File: config.mk
export PLATFORM = sky130hd
export DESIGN_NAME = type_length_frame_parser_unit
export DESIGN_NICKNAME = d
export VERILOG_FILES = /design/src/sv/tlfp_pkg.sv /design/src/sv/tlfp_front.sv /design/src/sv/tlfp_queue.sv /design/src/sv/tlfp_back.sv /design/src/sv/type_length_frame_parser_unit.sv
export SDC_FILE = /design/constraint.sdc
export NUM_CORES = 1
export LEC_CHECK = 0
export ABC_AREA = 0
export BUFFER_PORTS_ARGS = -buffer_cell sky130_fd_sc_hd__buf_2
export CORE_MARGIN = 2
export CORE_UTILIZATION = 58
export DETAILED_ROUTE_END_ITERATION = 12
export PLACE_DENSITY_LB_ADDON = 0.3
export SLEW_MARGIN = 10
export SYNTH_ARGS = -nofsm -noshare
export SYNTH_HDL_FRONTEND = slang
export SYNTH_SLANG_ARGS = --single-unit
File: constraint.sdc
create_clock -name clock -period 5.9 [get_ports clock]
set_input_delay 0.885 -clock clock [delete_from_list [all_inputs] [get_ports clock]]
set_output_delay 0.885 -clock clock [all_outputs]
set_load 0.005 [all_outputs]
File: src/sv/tlfp_pkg.sv
// Shared types and constants for the type-length frame parser.
// No dependencies; every other file of the block imports this package.
package tlfp_pkg;

   // Length field limits.
   localparam int MAX_LENGTH_BYTES = 4;
   localparam int LEN_W            = 28;
   localparam int LCNT_W           = 2;
   localparam int QUEUE_DEPTH      = 2;
   localparam int QPTR_W           = 1;
   localparam int QCNT_W           = 2;

   // Configuration register map.
   localparam int CSR_ADDR_W = 3;
   localparam int CSR_DATA_W = 32;
   localparam logic [LEN_W-1:0] MAX_PAYLOAD_RESET = 28'd4194304;

   // Result kinds.
   localparam logic [1:0] KIND_HEADER  = 2'd0;
   localparam logic [1:0] KIND_PAYLOAD = 2'd1;
   localparam logic [1:0] KIND_ERROR   = 2'd2;

   // Error codes.
   localparam logic [1:0] ERR_NONE      = 2'd0;
   localparam logic [1:0] ERR_ZERO_TYPE = 2'd1;
   localparam logic [1:0] ERR_OVERLONG  = 2'd2;
   localparam logic [1:0] ERR_TOO_LONG  = 2'd3;

   // Parser phases.
   typedef enum logic [1:0] {
      PH_TYPE,
      PH_LENGTH,
      PH_PAYLOAD,
      PH_ERROR
   } phase_type;

   // One received byte.
   typedef struct packed {
      logic [7:0] rx_byte;
      logic       resync;
   } req_type;

   // One result.
   typedef struct packed {
      logic [1:0]       result_kind;
      logic [7:0]       frame_type;
      logic [LEN_W-1:0] frame_length;
      logic [7:0]       payload_byte;
      logic [1:0]       error_code;
      logic             frame_end;
   } rsp_type;

   // Queue status seen by the front and the back.
   typedef struct packed {
      logic not_empty;
      logic full;
   } queue_status_type;

endpackage

File: src/sv/tlfp_front.sv
// Front end of the frame parser: tracks the frame phase and classifies each byte.
// Depends on tlfp_pkg; pushes at most one result per accepted byte into the queue.
module tlfp_front (
   input  logic                     clock,
   input  logic                     reset,
   input  logic                     accept,
   input  tlfp_pkg::req_type        req_data,
   input  logic [tlfp_pkg::LEN_W-1:0] max_payload_length,
   output logic                     push,
   output tlfp_pkg::rsp_type        push_data
);
   import tlfp_pkg::*;

   phase_type          phase_ff, phase_in, phase_eff;
   logic [7:0]         type_ff, type_in;
   logic [LEN_W-1:0]   acc_ff, acc_in;
   logic [LCNT_W-1:0]  lcnt_ff, lcnt_in;
   logic [LEN_W-1:0]   remain_ff, remain_in;

   logic [LEN_W-1:0]   acc_new;
   logic [LEN_W-1:0]   remain_dec;
   logic [LCNT_W:0]    lcnt_inc;
   logic               more_len;
   logic               overlong;
   logic               too_long;
   logic               zero_len;

   // A resync byte is always treated as a type byte.
   assign phase_eff = req_data.resync ? PH_TYPE : phase_ff;

   // Length digit placed at 7 bits per length byte already seen.
   always_comb begin
      acc_new = acc_ff;
      case (lcnt_ff)
         2'd0:    acc_new = acc_ff | {21'd0, req_data.rx_byte[6:0]};
         2'd1:    acc_new = acc_ff | {14'd0, req_data.rx_byte[6:0], 7'd0};
         2'd2:    acc_new = acc_ff | {7'd0, req_data.rx_byte[6:0], 14'd0};
         default: acc_new = acc_ff | {req_data.rx_byte[6:0], 21'd0};
      endcase
   end

   assign lcnt_inc   = {1'b0, lcnt_ff} + {{LCNT_W{1'b0}}, 1'b1};
   assign more_len   = req_data.rx_byte[7];
   assign overlong   = more_len && (lcnt_inc >= (LCNT_W+1)'(MAX_LENGTH_BYTES));
   assign too_long   = acc_new > max_payload_length;
   assign zero_len   = acc_new == '0;
   assign remain_dec = remain_ff - {{(LEN_W-1){1'b0}}, 1'b1};

   // Next phase.
   always_comb begin
      phase_in = phase_ff;
      if (accept) begin
         unique case (phase_eff)
            PH_TYPE:
               phase_in = (req_data.rx_byte == 8'h00) ? PH_ERROR : PH_LENGTH;
            PH_LENGTH: begin
               if (more_len) begin
                  phase_in = overlong ? PH_ERROR : PH_LENGTH;
               end else if (too_long) begin
                  phase_in = PH_ERROR;
               end else if (zero_len) begin
                  phase_in = PH_TYPE;
               end else begin
                  phase_in = PH_PAYLOAD;
               end
            end
            PH_PAYLOAD:
               phase_in = (remain_dec == '0) ? PH_TYPE : PH_PAYLOAD;
            PH_ERROR:
               phase_in = PH_ERROR;
            default:
               phase_in = PH_ERROR;
         endcase
      end
   end

   // Datapath updates and the result pushed for this byte.
   always_comb begin
      type_in   = type_ff;
      acc_in    = acc_ff;
      lcnt_in   = lcnt_ff;
      remain_in = remain_ff;
      push      = 1'b0;
      push_data = '{result_kind: KIND_HEADER, frame_type: type_ff, frame_length: '0,
                    payload_byte: 8'h00, error_code: ERR_NONE, frame_end: 1'b0};
      if (accept) begin
         unique case (phase_eff)
            PH_TYPE: begin
               type_in = req_data.rx_byte;
               acc_in  = '0;
               lcnt_in = '0;
               if (req_data.rx_byte == 8'h00) begin
                  push                   = 1'b1;
                  push_data.result_kind  = KIND_ERROR;
                  push_data.frame_type   = 8'h00;
                  push_data.error_code   = ERR_ZERO_TYPE;
               end
            end
            PH_LENGTH: begin
               acc_in = acc_new;
               if (more_len) begin
                  lcnt_in = lcnt_inc[LCNT_W-1:0];
                  if (overlong) begin
                     lcnt_in                = lcnt_ff;
                     push                   = 1'b1;
                     push_data.result_kind  = KIND_ERROR;
                     push_data.error_code   = ERR_OVERLONG;
                  end
               end else if (too_long) begin
                  push                  = 1'b1;
                  push_data.result_kind = KIND_ERROR;
                  push_data.error_code  = ERR_TOO_LONG;
               end else begin
                  remain_in              = acc_new;
                  push                   = 1'b1;
                  push_data.frame_length = acc_new;
                  push_data.frame_end    = zero_len;
               end
            end
            PH_PAYLOAD: begin
               remain_in              = remain_dec;
               push                   = 1'b1;
               push_data.result_kind  = KIND_PAYLOAD;
               push_data.payload_byte = req_data.rx_byte;
               push_data.frame_end    = remain_dec == '0;
            end
            PH_ERROR: begin
               push = 1'b0;
            end
            default: begin
               push = 1'b0;
            end
         endcase
      end
   end

   // State registers.
   always_ff @(posedge clock) begin
      if (reset) begin
         phase_ff  <= PH_TYPE;
         type_ff   <= 8'h00;
         acc_ff    <= '0;
         lcnt_ff   <= '0;
         remain_ff <= '0;
      end else begin
         phase_ff  <= phase_in;
         type_ff   <= type_in;
         acc_ff    <= acc_in;
         lcnt_ff   <= lcnt_in;
         remain_ff <= remain_in;
      end
   end

endmodule

File: src/sv/tlfp_queue.sv
// Two-entry result queue between the parser front end and the output stage.
// Depends on tlfp_pkg for the result type and the queue status struct.
module tlfp_queue (
   input  logic                        clock,
   input  logic                        reset,
   input  logic                        push,
   input  tlfp_pkg::rsp_type           push_data,
   input  logic                        pop,
   output tlfp_pkg::rsp_type           head_data,
   output tlfp_pkg::queue_status_type  status
);
   import tlfp_pkg::*;

   rsp_type            entry_ff [QUEUE_DEPTH];
   logic [QPTR_W-1:0]  wr_ptr_ff, wr_ptr_in;
   logic [QPTR_W-1:0]  rd_ptr_ff, rd_ptr_in;
   logic [QCNT_W-1:0]  count_ff, count_in;
   logic               do_push;
   logic               do_pop;

   assign status.not_empty = count_ff != '0;
   assign status.full      = count_ff == QCNT_W'(QUEUE_DEPTH);
   assign head_data        = entry_ff[rd_ptr_ff];

   assign do_push = push && !status.full;
   assign do_pop  = pop && status.not_empty;

   // Pointer and fill count updates.
   always_comb begin
      wr_ptr_in = do_push ? wr_ptr_ff + 1'b1 : wr_ptr_ff;
      rd_ptr_in = do_pop  ? rd_ptr_ff + 1'b1 : rd_ptr_ff;
      count_in  = count_ff;
      if (do_push && !do_pop) begin
         count_in = count_ff + 1'b1;
      end else if (do_pop && !do_push) begin
         count_in = count_ff - 1'b1;
      end
   end

   always_ff @(posedge clock) begin
      if (reset) begin
         wr_ptr_ff <= '0;
         rd_ptr_ff <= '0;
         count_ff  <= '0;
      end else begin
         wr_ptr_ff <= wr_ptr_in;
         rd_ptr_ff <= rd_ptr_in;
         count_ff  <= count_in;
      end
   end

   // Entry storage needs no reset.
   always_ff @(posedge clock) begin
      if (do_push) begin
         entry_ff[wr_ptr_ff] <= push_data;
      end
   end

endmodule

File: src/sv/tlfp_back.sv
// Output stage of the frame parser: drains the result queue into the rsp register.
// Depends on tlfp_pkg for the result type and the queue status struct.
module tlfp_back (
   input  logic                        clock,
   input  logic                        reset,
   input  tlfp_pkg::queue_status_type  status,
   input  tlfp_pkg::rsp_type           head_data,
   output logic                        pop,
   output logic                        rsp_valid,
   input  logic                        rsp_stall,
   output tlfp_pkg::rsp_type           rsp_data
);
   import tlfp_pkg::*;

   logic     valid_ff, valid_in;
   rsp_type  data_ff, data_in;

   // Load the output register whenever it is empty or its beat is taken.
   assign pop      = status.not_empty && (!valid_ff || !rsp_stall);
   assign valid_in = pop ? 1'b1 : (valid_ff && rsp_stall);
   assign data_in  = pop ? head_data : data_ff;

   always_ff @(posedge clock) begin
      if (reset) begin
         valid_ff <= 1'b0;
      end else begin
         valid_ff <= valid_in;
      end
   end

   always_ff @(posedge clock) begin
      data_ff <= data_in;
   end

   assign rsp_valid = valid_ff;
   assign rsp_data  = data_ff;

endmodule

File: src/sv/type_length_frame_parser_unit.sv
// Top level of the type-length frame parser: CSR port, front end, queue, output stage.
// Depends on tlfp_pkg, tlfp_front, tlfp_queue and tlfp_back.
//
//   Port group  Direction  Handshake          Beat
//   req_*       in         req_valid/stall    one received byte plus resync flag
//   rsp_*       out        rsp_valid/stall    one header, payload or error result
//   csr_*       in/out     APB write/read     max_payload_length at byte address 0
//
// One byte is taken per cycle while req_stall is low; a result is registered in the queue
// and then in the output register before it appears on rsp. Throughput is one beat per
// cycle while neither side stalls, set by the phase update in the front end. req_stall
// rises only when the two-entry queue is full, that is, when two results wait behind a
// stalled beat in the output register. Synchronous reset returns the parser to the type
// phase and empties the queue.
module type_length_frame_parser_unit (
   input  logic                            clock,
   input  logic                            reset,
   input  logic                            req_valid,
   output logic                            req_stall,
   input  tlfp_pkg::req_type               req_data,
   output logic                            rsp_valid,
   input  logic                            rsp_stall,
   output tlfp_pkg::rsp_type               rsp_data,
   input  logic                            csr_psel,
   input  logic                            csr_penable,
   input  logic                            csr_pwrite,
   input  logic [tlfp_pkg::CSR_ADDR_W-1:0] csr_paddr,
   input  logic [tlfp_pkg::CSR_DATA_W-1:0] csr_pwdata,
   output logic [tlfp_pkg::CSR_DATA_W-1:0] csr_prdata,
   output logic                            csr_pready
);
   import tlfp_pkg::*;

   logic [LEN_W-1:0]  max_len_ff, max_len_in;
   logic              csr_wr;
   logic              csr_hit;
   logic              accept;
   logic              push;
   logic              pop;
   rsp_type           push_data;
   rsp_type           head_data;
   queue_status_type  status;

   // Configuration register: only word index zero exists.
   assign csr_pready = 1'b1;
   assign csr_hit    = csr_paddr[CSR_ADDR_W-1] == 1'b0;
   assign csr_wr     = csr_psel && csr_penable && csr_pwrite && csr_hit;
   assign max_len_in = csr_wr ? csr_pwdata[LEN_W-1:0] : max_len_ff;
   assign csr_prdata = csr_hit ? {{(CSR_DATA_W-LEN_W){1'b0}}, max_len_ff} : '0;

   always_ff @(posedge clock) begin
      if (reset) begin
         max_len_ff <= MAX_PAYLOAD_RESET;
      end else begin
         max_len_ff <= max_len_in;
      end
   end

   // Input handshake.
   assign req_stall = status.full;
   assign accept    = req_valid && !req_stall;

   tlfp_front u_front (
      .clock              (clock),
      .reset              (reset),
      .accept             (accept),
      .req_data           (req_data),
      .max_payload_length (max_len_ff),
      .push               (push),
      .push_data          (push_data)
   );

   tlfp_queue u_queue (
      .clock     (clock),
      .reset     (reset),
      .push      (push),
      .push_data (push_data),
      .pop       (pop),
      .head_data (head_data),
      .status    (status)
   );

   tlfp_back u_back (
      .clock     (clock),
      .reset     (reset),
      .status    (status),
      .head_data (head_data),
      .pop       (pop),
      .rsp_valid (rsp_valid),
      .rsp_stall (rsp_stall),
      .rsp_data  (rsp_data)
   );

endmodule

# Yosys cells after proc, flatten, opt, wreduce, memory -nomap -nowiden
# Memories as Yosys holds them, arrays and structs flattened. A register that Yosys moved wholly into a read port is not among the register bits.
# Cells that the tools add are included.
# Widths: inputs -> output; s select.
# totals
ff_bits,101
mem_bits_rw,98
in_bits,51
wordCells,109
n_memories,1
# memory_table
name,words,width,rd,rd_ports_with_merged_regs,write_ports,line,text
u_queue.entry_ff,2,49,1,1,1,tlfp_queue.sv:14,rsp_type entry_ff [QUEUE_DEPTH];
# classes
n_addsub,6
magnitude_cmp,2
n_eq_ne,10
n_mux,45
bitwise,5
reduce_logical,30
# op_table
cell,count
$mux 28,6
$pmux 28 s2,2
$pmux 28 s3,1
$logic_not 28->1,2
$mux 49,1
$mux 2,16
$gt 28x28->1,1
$or 28x14->28,1
$or 28x21->28,1
$or 28x28->28,1
$or 28x7->28,1
$sub 28x1->28 const B,1
$mux 8,2
$logic_and 1x1->1,11
$mux 1,10
$mux 10,1
$eq 2x2->1 const B,4
$logic_not 8->1,1
$ne 2x2->1 const B,4
$pmux 2 s2,2
$pmux 2 s4,1
$reduce_and 4->1,2
$reduce_bool 2->1,4
$pmux 2 s3,1
other kinds (13),21

# Longest topological paths before layout
# Gate-level depths: netlist (run 1).
# depth
ltp_word,12
mapped_depth,17
mapped_depth_nobuf,15

# By module
# A second synthesis (run 1) with hierarchy kept.
# hier_totals
cells_unflattened,1161
area_unflattened_um2,12318.1
# modules_own_cells
mod,instances,cells_each,area_per_inst_um2,seq_area_each_um2
tlfp_front,1,770,5550.3,1361.3
tlfp_queue,1,177,3748.6,3042.9
type_length_frame_parser_unit,1,161,1511.4,560.5
tlfp_back,1,53,1507.7,1491.4

# Worst setup path after synthesis (run 1)
# OpenSTA, ideal clock, no wires.
# synth_timing
path_kind,input to register
from,input port req_data[0] (netlist name)
to,"memory u_queue.entry_ff[0][0] (netlist name), enable pin"
setup_ps,457
arrival_ps,4252
required_ps,5443
path_slack_ps,1191
cell_stages,9
path_cell_list,nand2b_1 inv_1 ha_1 clkbuf_1 o21ai_0 and2_1 o21ai_0 nand2_1 nor2_1
# synth_between
elab_chain_len,7
# synth_rtl
item,line,text
from (decl),type_length_frame_parser_unit.sv:20,"input tlfp_pkg::req_type req_data,"
$mux 2 *,tlfp_front.sv:29,assign phase_eff = req_data.resync ? PH_TYPE : phase_ff;
"$eq 2x2->1, or another cell as far along",tlfp_front.sv:87,unique case (phase_eff)
$pmux 1 s4 *,tlfp_front.sv:87,
$mux 1 *,tlfp_front.sv:86,if (accept) begin
$logic_and 1x1->1 *,tlfp_queue.sv:25,assign do_push = push && !status.full;
$mux 1 *,tlfp_queue.sv:54,if (do_push) begin
$mux 1 (implied by the code) *,tlfp_queue.sv:55,entry_ff[wr_ptr_ff] <= push_data;
to (decl),tlfp_queue.sv:14,
# Mark *: on every way between the ends. The rest lies on a longest branch, timed or not.

==> results of run 1 <==
cell families (layout without fill, tap and decap cells):
group                    Yosys count  after routing  synth area share (%)
AO/OA/AOI/OAI                    219            219                  11.7
adder cells (fa/ha/maj)           43             43                  4.71
multiplexers                      64             64                  6.16
flip-flops                       248            248                  56.4
other                              2              5                0.0658
XOR/XNOR                           9              9                 0.691
AND/OR/NAND/NOR                  387            387                  16.2
buffers and inverters            119            241                  4.16
flip-flops by register name, indices dropped and copies added, names as in the netlist, 2 cells and up:
signal	flops
u_queue.entry_ff	98
max_len_ff	28
u_front.acc_ff	28
u_front.remain_ff	28
u_front.phase_ff	2
u_front.type_ff	8
u_front.lcnt_ff	2
u_queue.count_ff	2
u_back.rsp_data	49
area by class of cell:
class / instances / area [um^2]
Sequential cell: 248 / 6440
Inverter: 53 / 199
Multi-Input combinational cell: 727 / 4530
Clock buffer: 37 / 743
Clock inverter: 8 / 120
Timing Repair Buffer: 143 / 766
Tap cell: 265 / 332
Fill cell: 1525 / 6270
critical path, delay by kind of cell, from the launching register on:
kind | cells | cell delay [ps]
AO/OA/AOI/OAI | 3 | 1030
adder cells (fa/ha/maj) | 2 | 580
buffers and inverters | 3 | 660
flip-flops | 1 | 460
AND/OR/NAND/NOR | 5 | 2070
power by group through the flow:
stage | Combinational (mW) | Clock (mW) | Sequential (mW)
floorplan | 0.612 | 0 | 2.16
global placement | 0.892 | 0 | 2.16
detailed placement | 0.909 | 0 | 2.16
CTS | 0.917 | 1.65 | 2.12
global route | 1.01 | 1.73 | 2.14
finish | 0.920 | 1.64 | 2.12
path summary, 6_finish.rpt:
| path | start | to | slack, ps |
|---|---|---|---|
| min | u_front.acc_ff[26] | u_front.acc_ff[26] | 450 |
| max | u_front.lcnt_ff[0] | u_queue.entry_ff[0][18] | 850 |
| min reg2reg | u_front.acc_ff[26] | u_front.acc_ff[26] | 450 |
| max reg2reg | u_front.lcnt_ff[0] | u_queue.entry_ff[0][18] | 850 |
stage by stage:
step,instances,utilization (%)
2_1_floorplan,1094,-
3_3_place_gp,1436,63.2
3_5_place_dp,1436,63.2
4_1_cts,1481,67.7
5_1_grt,1481,67.7
6_report,1481,67.7
per-layer routing:
layer	wire [um]	part of all wire [%]	up-vias
met5	0	0	-
li1	-	-	4141
met4	563	2.1	0
met3	2150	8.1	46
met2	12600	47	382
met1	11200	42	4086
synthesized netlist by cell type (7+ instances only):
cell type / n / area (um^2)
mux2i_1: 14 / 140
a22oi_1: 26 / 195
nand4_1: 8 / 50.1
nor3_1: 36 / 180
nand2b_1: 7 / 43.8
nand2_1: 110 / 413
o22ai_1: 8 / 50.1
edfxtp_1: 147 / 4410
nor2b_1: 13 / 81.3
or4_1: 7 / 52.6
nor2_1: 115 / 432
nand3_1: 33 / 165
o211ai_1: 10 / 75.1
inv_1: 53 / 199
mux2_2: 50 / 563
o21ai_0: 30 / 150
and3_1: 12 / 75.1
dfxtp_1: 101 / 2020
or2_2: 7 / 43.8
nor4_1: 14 / 87.6
ha_1: 43 / 538
a21oi_1: 103 / 515
clkbuf_1: 50 / 188
==> summary.txt, run 1 <==
Yosys
  – Cell variety after synth: 60
  – FF+latch count, synth: 248
  – Top FF cell, synth: edfxtp_1
  – Warnings, synthesis: 0
  – Cells after Synth: 1091
  – Fraction of registers with async set/reset: 0%
  – Mapped cell area: 11400 um^2
  – Sequential share of the synthesized area: 56.4%
  – Synth Area per Inst: 10.5 um^2
  – EDFF count, synth: 147

Clock tree
  – CTS Sinks: 248
  – Worst-Skew Late Latency: 520 ps
  – Maximum clock insertion buffer count: 3
  – Post-CTS Resized: 0
  – Root Buffer: clkbuf_16
  – TritonCTS Buffers: 25
  – Worst-path clk slew: 60 ps
  – CTS tree: yes
  – Setup bufs post-CTS: 0
  – Hold-fix buffers, CTS: 0
  – H-Tree Depth: 1

Pwr
  – Max VDD drop: 0.208 mV
  – Power Dens Cells: 357 nW/um^2
  – Clock power frac: about a third
  – Psw: about 1.3 mW
  – Combinational Power Share: 19.6%
  – Sw frac: ~27%
  – Tot Pwr: approximately 4.7 mW
  – P_int: between 3 and 4 mW
  – Sequential power share: 45.3%
  – Leak Pwr: between 5 and 6 nW

Place
  – GPL Wtd Cong: about 1
  – I/O Buffers: roughly 120
  – Place WS: 979 ps
  – Placed wire-length estimate: 17.9 mm
  – DP Area: 12300 um^2

Timing
  – Fin crit share: 85.5%
  – Slew @ Worst Pin: 1120 ps
  – Hold_ws: around 450 ps
  – Post-Route Setup TNS: 0 ps
  – Worst Skew: 13.3 ps
  – Final hold violations: 0
  – RSZ-0062 raised after global routing: false
  – Final WS setup: 855 ps
  – Max-slew violation count: 0
  – Tmin final: just over 5000 ps
  – Fmax: 0.198 GHz
  – Rel. slew slack: 25.3%
  – Setup violations, final: 0

Routing
  – DR WL/cell: 17.9 um
  – Vias per std cell: 5.84
  – Final ANT Viol Nets: 0
  – Vias: 8655
  – DRC Markers: 0
  – Pre-antenna DRT Iters: 5
  – Iter 0 DRT Violations: 1015
  – Final wirelength: 26.5 mm

Setup path
  – Slowest cell on the critical path: or4_1
  – R2R cell count: 13
  – CP max stage delay: 590 ps
  – Crit path cell chain: inv_1, ha_1, or4_1, a22oi_1, inv_1, ha_1, nand4_1, a2111oi_0, or4_1, a211oi_2, nand3_1, buf_4, nor3_1
  – Crit path kind: flip-flop to flip-flop
  – Worst path arrival time: 5320 ps
  – CP max FO: 18
  – Worst EP required: 6180 ps
  – Setup crit end kind: flip-flop
  – Crit start category: flip-flop

Global routing
  – GR Util All Layers: 24.9%
  – GR Util met1: approximately 34%
  – Global-route wire length before repair: between 40 and 50 mm
  – Largest net degree at the start of global routing: 63
  – Met3 usage: ~3.7%
  – GR met2 Demand/Resource: 42.0%
  – GRT busiest layer: met2
  – Initial antenna violation count: 0
  – Grt ovf: 0
  – Vias in the first global route: roughly 8000

Job
  – Max Cap Violations: 0

Min path
  – Hold Crit Depth: 2
  – Tightest Hold Check Type: flip-flop to flip-flop

Final layout
  – Nets@finish: approximately 1300
  – Share of layout cells above drive strength 1: 21.0%
  – Ant. Diodes: 0
  – Synth-to-Final Area Change: 15.0%
  – Most common cell after layout, fill and taps aside: edfxtp_1
  – Post-Layout Inst Area: 13100 um^2
  – Most frequent cells in the layout: edfxtp_1 (147), buf_2 (123), nor2_1 (113), nand2_1 (110), a21oi_1 (103)

Floorplan
  – Core area: 19400 um^2
  – DIE WIDTH: 144 um
  – Row cnt: between 50 and 60
  – Total die area: roughly 21000 um^2
  – Die H: ~140 um
  – Starting Density: between 50% and 60%
  – I/O Pins: between 100 and 150

Run status
  – Status: completed
(Power assumes the default switching activity.)
==> run 2, diff against run 1 <==
--- a/config.mk
+++ b/config.mk
@@ -5,13 +5,13 @@
 export SDC_FILE = /design/constraint.sdc
 export NUM_CORES = 1
 export LEC_CHECK = 0
-export ABC_AREA = 0
+export ABC_AREA = 1
 export BUFFER_PORTS_ARGS = -buffer_cell sky130_fd_sc_hd__buf_2
 export CORE_MARGIN = 2
-export CORE_UTILIZATION = 58
+export CORE_UTILIZATION = 59
 export DETAILED_ROUTE_END_ITERATION = 12
 export PLACE_DENSITY_LB_ADDON = 0.3
-export SLEW_MARGIN = 10
+export SLEW_MARGIN = 20
 export SYNTH_ARGS = -nofsm -noshare
 export SYNTH_HDL_FRONTEND = slang
 export SYNTH_SLANG_ARGS = --single-unit
==> summary.txt, run 2 <==
Floorplan
  – Starting Density: ~60%
  – Total die area: approximately 22000 um^2
  – Row cnt: 52
  – Core area: 20200 um^2
  – Die H: 147 um
  – I/O Pins: roughly 140
  – DIE WIDTH: ~150 um

Yosys
  – Dominant cells by area after synthesis: edfxtp_1 (36%), dfxtp_1 (17%), nand2_1 (13%)
  – Sequential share of the synthesized area: between 50% and 60%
  – Top FF cell, synth: edfxtp_1
  – Most numerous cell in the Yosys netlist: nand2_1
  – Synth Area per Inst: 8.37 um^2
  – Warnings, synthesis: 0
  – Fraction of registers with async set/reset: 0%
  – EDFF count, synth: about 150
  – Synth top area share: a little over a third
  – FF+latch count, synth: 248
  – Most common library cells after synthesis: nand2_1 (405), inv_1 (155), nor2_1 (148)
  – Cell variety after synth: 43
  – Cells after Synth: 1450
  – Largest area contributor in the netlist: edfxtp_1
  – Mapped cell area: between 10000 and 15000 um^2

Setup path
  – Crit path cell chain: inv_1, ha_1, nor2_1, nand2_2, a21oi_1, inv_1, ha_1, nand2_1, a21oi_1, nor2_1, nand2_1, a21oi_1, nand2_1, nand2_1, inv_2, nand2_2, nand2_4, inv_4, o21ai_0, a31oi_1
  – Crit path kind: flip-flop to flip-flop
  – Worst path arrival time: 4540 ps
  – Slowest cell on the critical path: a21oi_1
  – Crit start category: flip-flop
  – Cell family with most CP delay: simple AND/OR/NAND/NOR gates
  – CP max stage delay: 470 ps
  – Worst EP required: between 6000 and 7000 ps
  – Worst path most repeated cell: nand2_1
  – Setup crit end kind: flip-flop
  – CP max FO: 33
  – CP Buf/Inv Count: 4

Clock tree
  – TritonCTS Buffers: 25
  – CTS tree: yes
  – Post-CTS Resized: 0
  – Maximum clock insertion buffer count: 3
  – H-Tree Depth: 1
  – Worst-path clk slew: ~70 ps
  – Setup bufs post-CTS: 0
  – Worst-Skew Late Latency: 520 ps
  – Root Buffer: clkbuf_16
  – CTS Sinks: 248
  – Hold-fix buffers, CTS: 0

Routing
  – Vias per std cell: roughly 5.4
  – Final ANT Viol Nets: 0
  – DR WL/cell: 15.5 um
  – Vias: about 9900
  – Pre-antenna DRT Iters: 6
  – Final wirelength: about 28 mm
  – DRC Markers: 0
  – Iter 0 DRT Violations: 789

Pwr
  – Sequential power share: 39.6%
  – Power Dens Cells: 413 nW/um^2
  – Combinational Power Share: 32.2%
  – Leak Pwr: 6.15 nW
  – Clock power frac: around 28%
  – P_int: roughly 3.7 mW
  – Psw: 1.99 mW
  – Sw frac: 35.1%
  – Max VDD drop: between 0.2 and 0.25 mV

Final layout
  – Final std cells w/o fill: ~1800
  – Most common cell after layout, fill and taps aside: nand2_1
  – Area occupied by multi-input gates: 4810 um^2
  – Ant. Diodes: 0
  – Nets@finish: about 1600
  – Most frequent cells in the layout: nand2_1 (405), inv_1 (154), edfxtp_1 (147), nor2_1 (145), buf_2 (123)
  – Share of layout cells above drive strength 1: 14.2%
  – Seq. cell area: 6440 um^2
  – Largest register FFs: 98
  – Synth-to-Final Area Change: 13.0%
  – Largest Register: u_queue.entry_ff
  – FILL cells: 1647

Run status
  – Status: completed

Place
  – GPL Wtd Cong: 0.996
  – Placed wire-length estimate: 19.9 mm
  – I/O Buffers: 123
  – Cell count after placement: roughly 1800

Global routing
  – Vias in the first global route: just under 9000
  – Global-route wire length before repair: 45.4 mm
  – Grt ovf: 0
  – GR Util All Layers: between 20% and 30%
  – Initial antenna violation count: 0
  – Largest net degree at the start of global routing: 79

Job
  – Max Cap Violations: 0

Timing
  – Rel. slew slack: between 30% and 40%
  – Max-slew violation count: 0
  – RSZ-0062 raised after global routing: false
  – Slew @ Worst Pin: approximately 1000 ps
  – Tmin final: slightly above 4000 ps
  – Setup violations, final: 0
  – Worst Skew: 15.3 ps
  – Fmax: 0.244 GHz
  – Fin crit share: 69.6%
  – Post-Route Setup TNS: 0 ps
  – Final hold violations: 0

Min path
  – Tightest Hold Check Type: flip-flop to flip-flop
-- run 2: changes by cell type after synthesis, moves of 21 or more --
cell / before / now
nand2_1: 110 / 405
inv_1: 53 / 155
o21ai_0: 30 / 101
mux2_2: 50 / 0
nor2_1: 115 / 148
a22oi_1: 26 / 0
nand3_1: 33 / 56
nor3_1: 36 / 15
-- run 2: cells by family (layout without fill, tap and decap cells) --
family	Yosys count	count (layout)	share of synthesized area, %
xor+xnor	6	6	0.495
flops	248	248	53.0
other cells	2	5	0.0619
compound gates	250	250	11.1
simple gates	671	671	23.3
buf+inv	230	342	7.60
fa+ha+maj	43	43	4.43
-- run 2: worst min-delay path: cells and delay by family, from the launching register on --
kind,cells,cell delay [ps]
AO/OA/AOI/OAI,1,50
AND/OR/NAND/NOR,1,60
flip-flops,1,300
-- run 2: metal layers --
metal  part of all wire [%]  vias up  track usage, %
li1                       -     4925               -
met1                     43     4515            36.3
met2                     46      384            42.3
met3                    7.5       71            3.98
met4                    4.0        0            10.5
met5                      0        -               0
-- run 2: final timing paths --
path	startpoint	end	slack, ps	cells after the start
hold / removal	u_front.type_ff[4]	u_front.type_ff[4]	460	2
setup reg to reg	u_front.lcnt_ff[0]	u_front.remain_ff[20]	1790	20
hold reg to reg	u_front.type_ff[4]	u_front.type_ff[4]	460	2
setup / recovery	u_front.lcnt_ff[0]	u_front.remain_ff[20]	1790	20
-- run 2: final cells by class --
cell class	instances	area share (%)
Clock buffer	30	5.00
Multi-Input combinational cell	975	35.0
Timing Repair Buffer	132	4.98
Sequential cell	248	46.9
Clock inverter	16	1.08
Inverter	164	4.51
Tap cell	270	2.46
-- run 2: through the flow --
stage,utilization [%],worst slack [ps],cell area (um^2),hold WS [ps],power (mW)
finish,67.8,1790,13700,464,5.67
CTS,67.8,1850,13700,468,5.68
floorplan,-,1470,12100,441,3.53
global route,67.8,1360,13700,483,6.03
global placement,63.7,2000,12900,451,4.04
detailed placement,63.7,1900,12900,459,4.09
-- run 2: power by group through the flow --
stage | clock network [mW] | logic, mW | registers (mW)
CTS | 1.61 | 1.82 | 2.25
global placement | 0 | 1.77 | 2.28
global route | 1.69 | 2.07 | 2.27
floorplan | 0 | 1.22 | 2.31
detailed placement | 0 | 1.81 | 2.28
finish | 1.60 | 1.83 | 2.25
==> run 3, diff against run 2 <==
==> constraint.sdc (replaced) <==
create_clock -name clock -period 4.1 [get_ports clock]
set_input_delay 0.615 -clock clock [delete_from_list [all_inputs] [get_ports clock]]
set_output_delay 0.615 -clock clock [all_outputs]
set_load 0.005 [all_outputs]
==> summary.txt, run 3 (same netlist as run 2, synthesis figures left out) <==
Global routing
  – Largest net degree at the start of global routing: 79
  – GR Util All Layers: 26.1%
  – Grt ovf: 0
  – Global-route wire length before repair: 44.9 mm
  – Vias in the first global route: 8917
  – Initial antenna violation count: 0

Routing
  – Vias: 9748
  – Final ANT Viol Nets: 0
  – Final wirelength: 28.5 mm
  – Vias per std cell: 5.29
  – Iter 0 DRT Violations: 800
  – DR WL/cell: 15.5 um
  – Pre-antenna DRT Iters: 6
  – DRC Markers: 0

Clock tree
  – Worst-path clk slew: approximately 60 ps
  – CTS tree: yes
  – Post-CTS Resized: 0
  – TritonCTS Buffers: 25
  – H-Tree Depth: 1
  – Hold-fix buffers, CTS: 0
  – Maximum clock insertion buffer count: 3
  – CTS Sinks: around 250
  – Setup bufs post-CTS: 0
  – Worst-Skew Late Latency: 510 ps
  – Root Buffer: clkbuf_16

Timing
  – Worst Skew: between 10 and 15 ps
  – Max-slew violation count: 0
  – Rel. slew slack: 32.1%
  – Fin crit share: 90.1%
  – Setup violations, final: 0
  – Slew @ Worst Pin: just over 1000 ps
  – RSZ-0062 raised after global routing: false
  – Fmax: 0.271 GHz
  – Final hold violations: 0
  – Tmin final: 3690 ps
  – Post-Route Setup TNS: 0 ps

Floorplan
  – Die H: 147 um
  – DIE WIDTH: 147 um
  – Starting Density: ~60%
  – Core area: 20200 um^2
  – Row cnt: 52
  – I/O Pins: 135
  – Total die area: 21700 um^2

Final layout
  – Ant. Diodes: 0
  – Area occupied by multi-input gates: 4810 um^2
  – Final std cells w/o fill: 1841
  – Share of layout cells above drive strength 1: 14.4%
  – Synth-to-Final Area Change: 13.6%
  – Most frequent cells in the layout: nand2_1 (405), inv_1 (154), edfxtp_1 (147), nor2_1 (145), buf_2 (123)
  – Nets@finish: 1648
  – FILL cells: between 1500 and 2000
  – Largest Register: u_queue.entry_ff
  – Largest register FFs: 98
  – Most common cell after layout, fill and taps aside: nand2_1
  – Seq. cell area: 6440 um^2

Pwr
  – Power Dens Cells: 591 nW/um^2
  – Leak Pwr: between 6 and 7 nW
  – Max VDD drop: 0.295 mV
  – Tot Pwr: 8.15 mW

Setup path
  – Worst r2r src: u_front.lcnt_ff[0]
  – Crit path kind: flip-flop to flip-flop
  – Worst EP required: roughly 4500 ps
  – CP max FO: 24
  – Setup crit end kind: flip-flop
  – R2R cell count: 20
  – Worst path arrival time: 4120 ps
  – Reg-to-Reg End: u_front.remain_ff[19]
  – Crit start category: flip-flop
  – R2r setup slk: between 400 and 500 ps

Run status
  – Status: completed

Min path
  – Tightest Hold Check Type: primary input to flip-flop
  – Hold Crit Depth: 3
  – Hold Crit Endpoint: max_len_ff[22]
  – HP Start: csr_pwdata[22]

Job
  – Max Cap Violations: 0

Place
  – Cell count after placement: 1797
  – Placed wire-length estimate: around 20 mm
  – GPL Wtd Cong: 0.966
  – I/O Buffers: about 120
==> run 3: per-layer routing <==
metal | wire (um) | GRT usage [%] | vias to the layer above
met4 | 1050 | 10.1 | 0
li1 | - | - | 4912
met5 | 0 | 0 | -
met3 | 2170 | 4.81 | 60
met1 | 12100 | 34.6 | 4389
met2 | 13200 | 42.9 | 387
==> run 3: worst max-delay path, stage by stage, from the launching register on <==
cell,delay [ps]
dfxtp_1,420
inv_1,130
ha_1,290
nor2_1,220
nand2_2,210
nand2_1,250
inv_1,90
ha_1,300
nand2_1,70
nor2_1,90
and2_1,150
nand2_1,60
nor2_2,130
nand3_1,90
nand2_1,210
inv_2,60
nand2_2,80
nand2_4,160
inv_4,290
o21ai_0,130
a31oi_1,180
==> run 3: worst max path at each step <==
stage | from | to | cells after the start
final | u_front.lcnt_ff[0] | u_front.remain_ff[19] | 20
after floorplan | req_data[0] | u_queue.entry_ff[1][0] | 11
after detailed placement | u_front.lcnt_ff[0] | u_front.remain_ff[27] | 21
after global routing | u_front.lcnt_ff[0] | u_front.remain_ff[19] | 20
after CTS | u_front.lcnt_ff[0] | u_front.remain_ff[19] | 20
after global placement | u_front.lcnt_ff[0] | u_queue.entry_ff[0][24] | 20
==> run 3: layout make-up <==
class                   count  area share (%)
flip-flops and latches    248            46.7
multi-input cells         975            34.8
repair buffers            140            5.57
clock buffers              34            5.14
inverters                 164            4.48
well taps                 270            2.45
clock inverters            10           0.835
==> run 3: where the power goes <==
part	leakage (nW)	switching, mW	internal (mW)
logic	3.54	1.77	0.869
registers	2.23	0.126	3.11
clock network	0.400	0.929	1.34
total	6.17	2.83	5.32
==> run 3: per-stage QoR <==
stage	area (um^2)	hold WS, ps	worst slack, ps	util (%)
2_1_floorplan	12200	441	778	-
3_3_place_gp	13000	451	568	64.1
6_report	13800	332	408	68.2
5_1_grt	13800	326	28.2	68.2
3_5_place_dp	13000	454	493	64.1
4_1_cts	13800	320	456	68.2
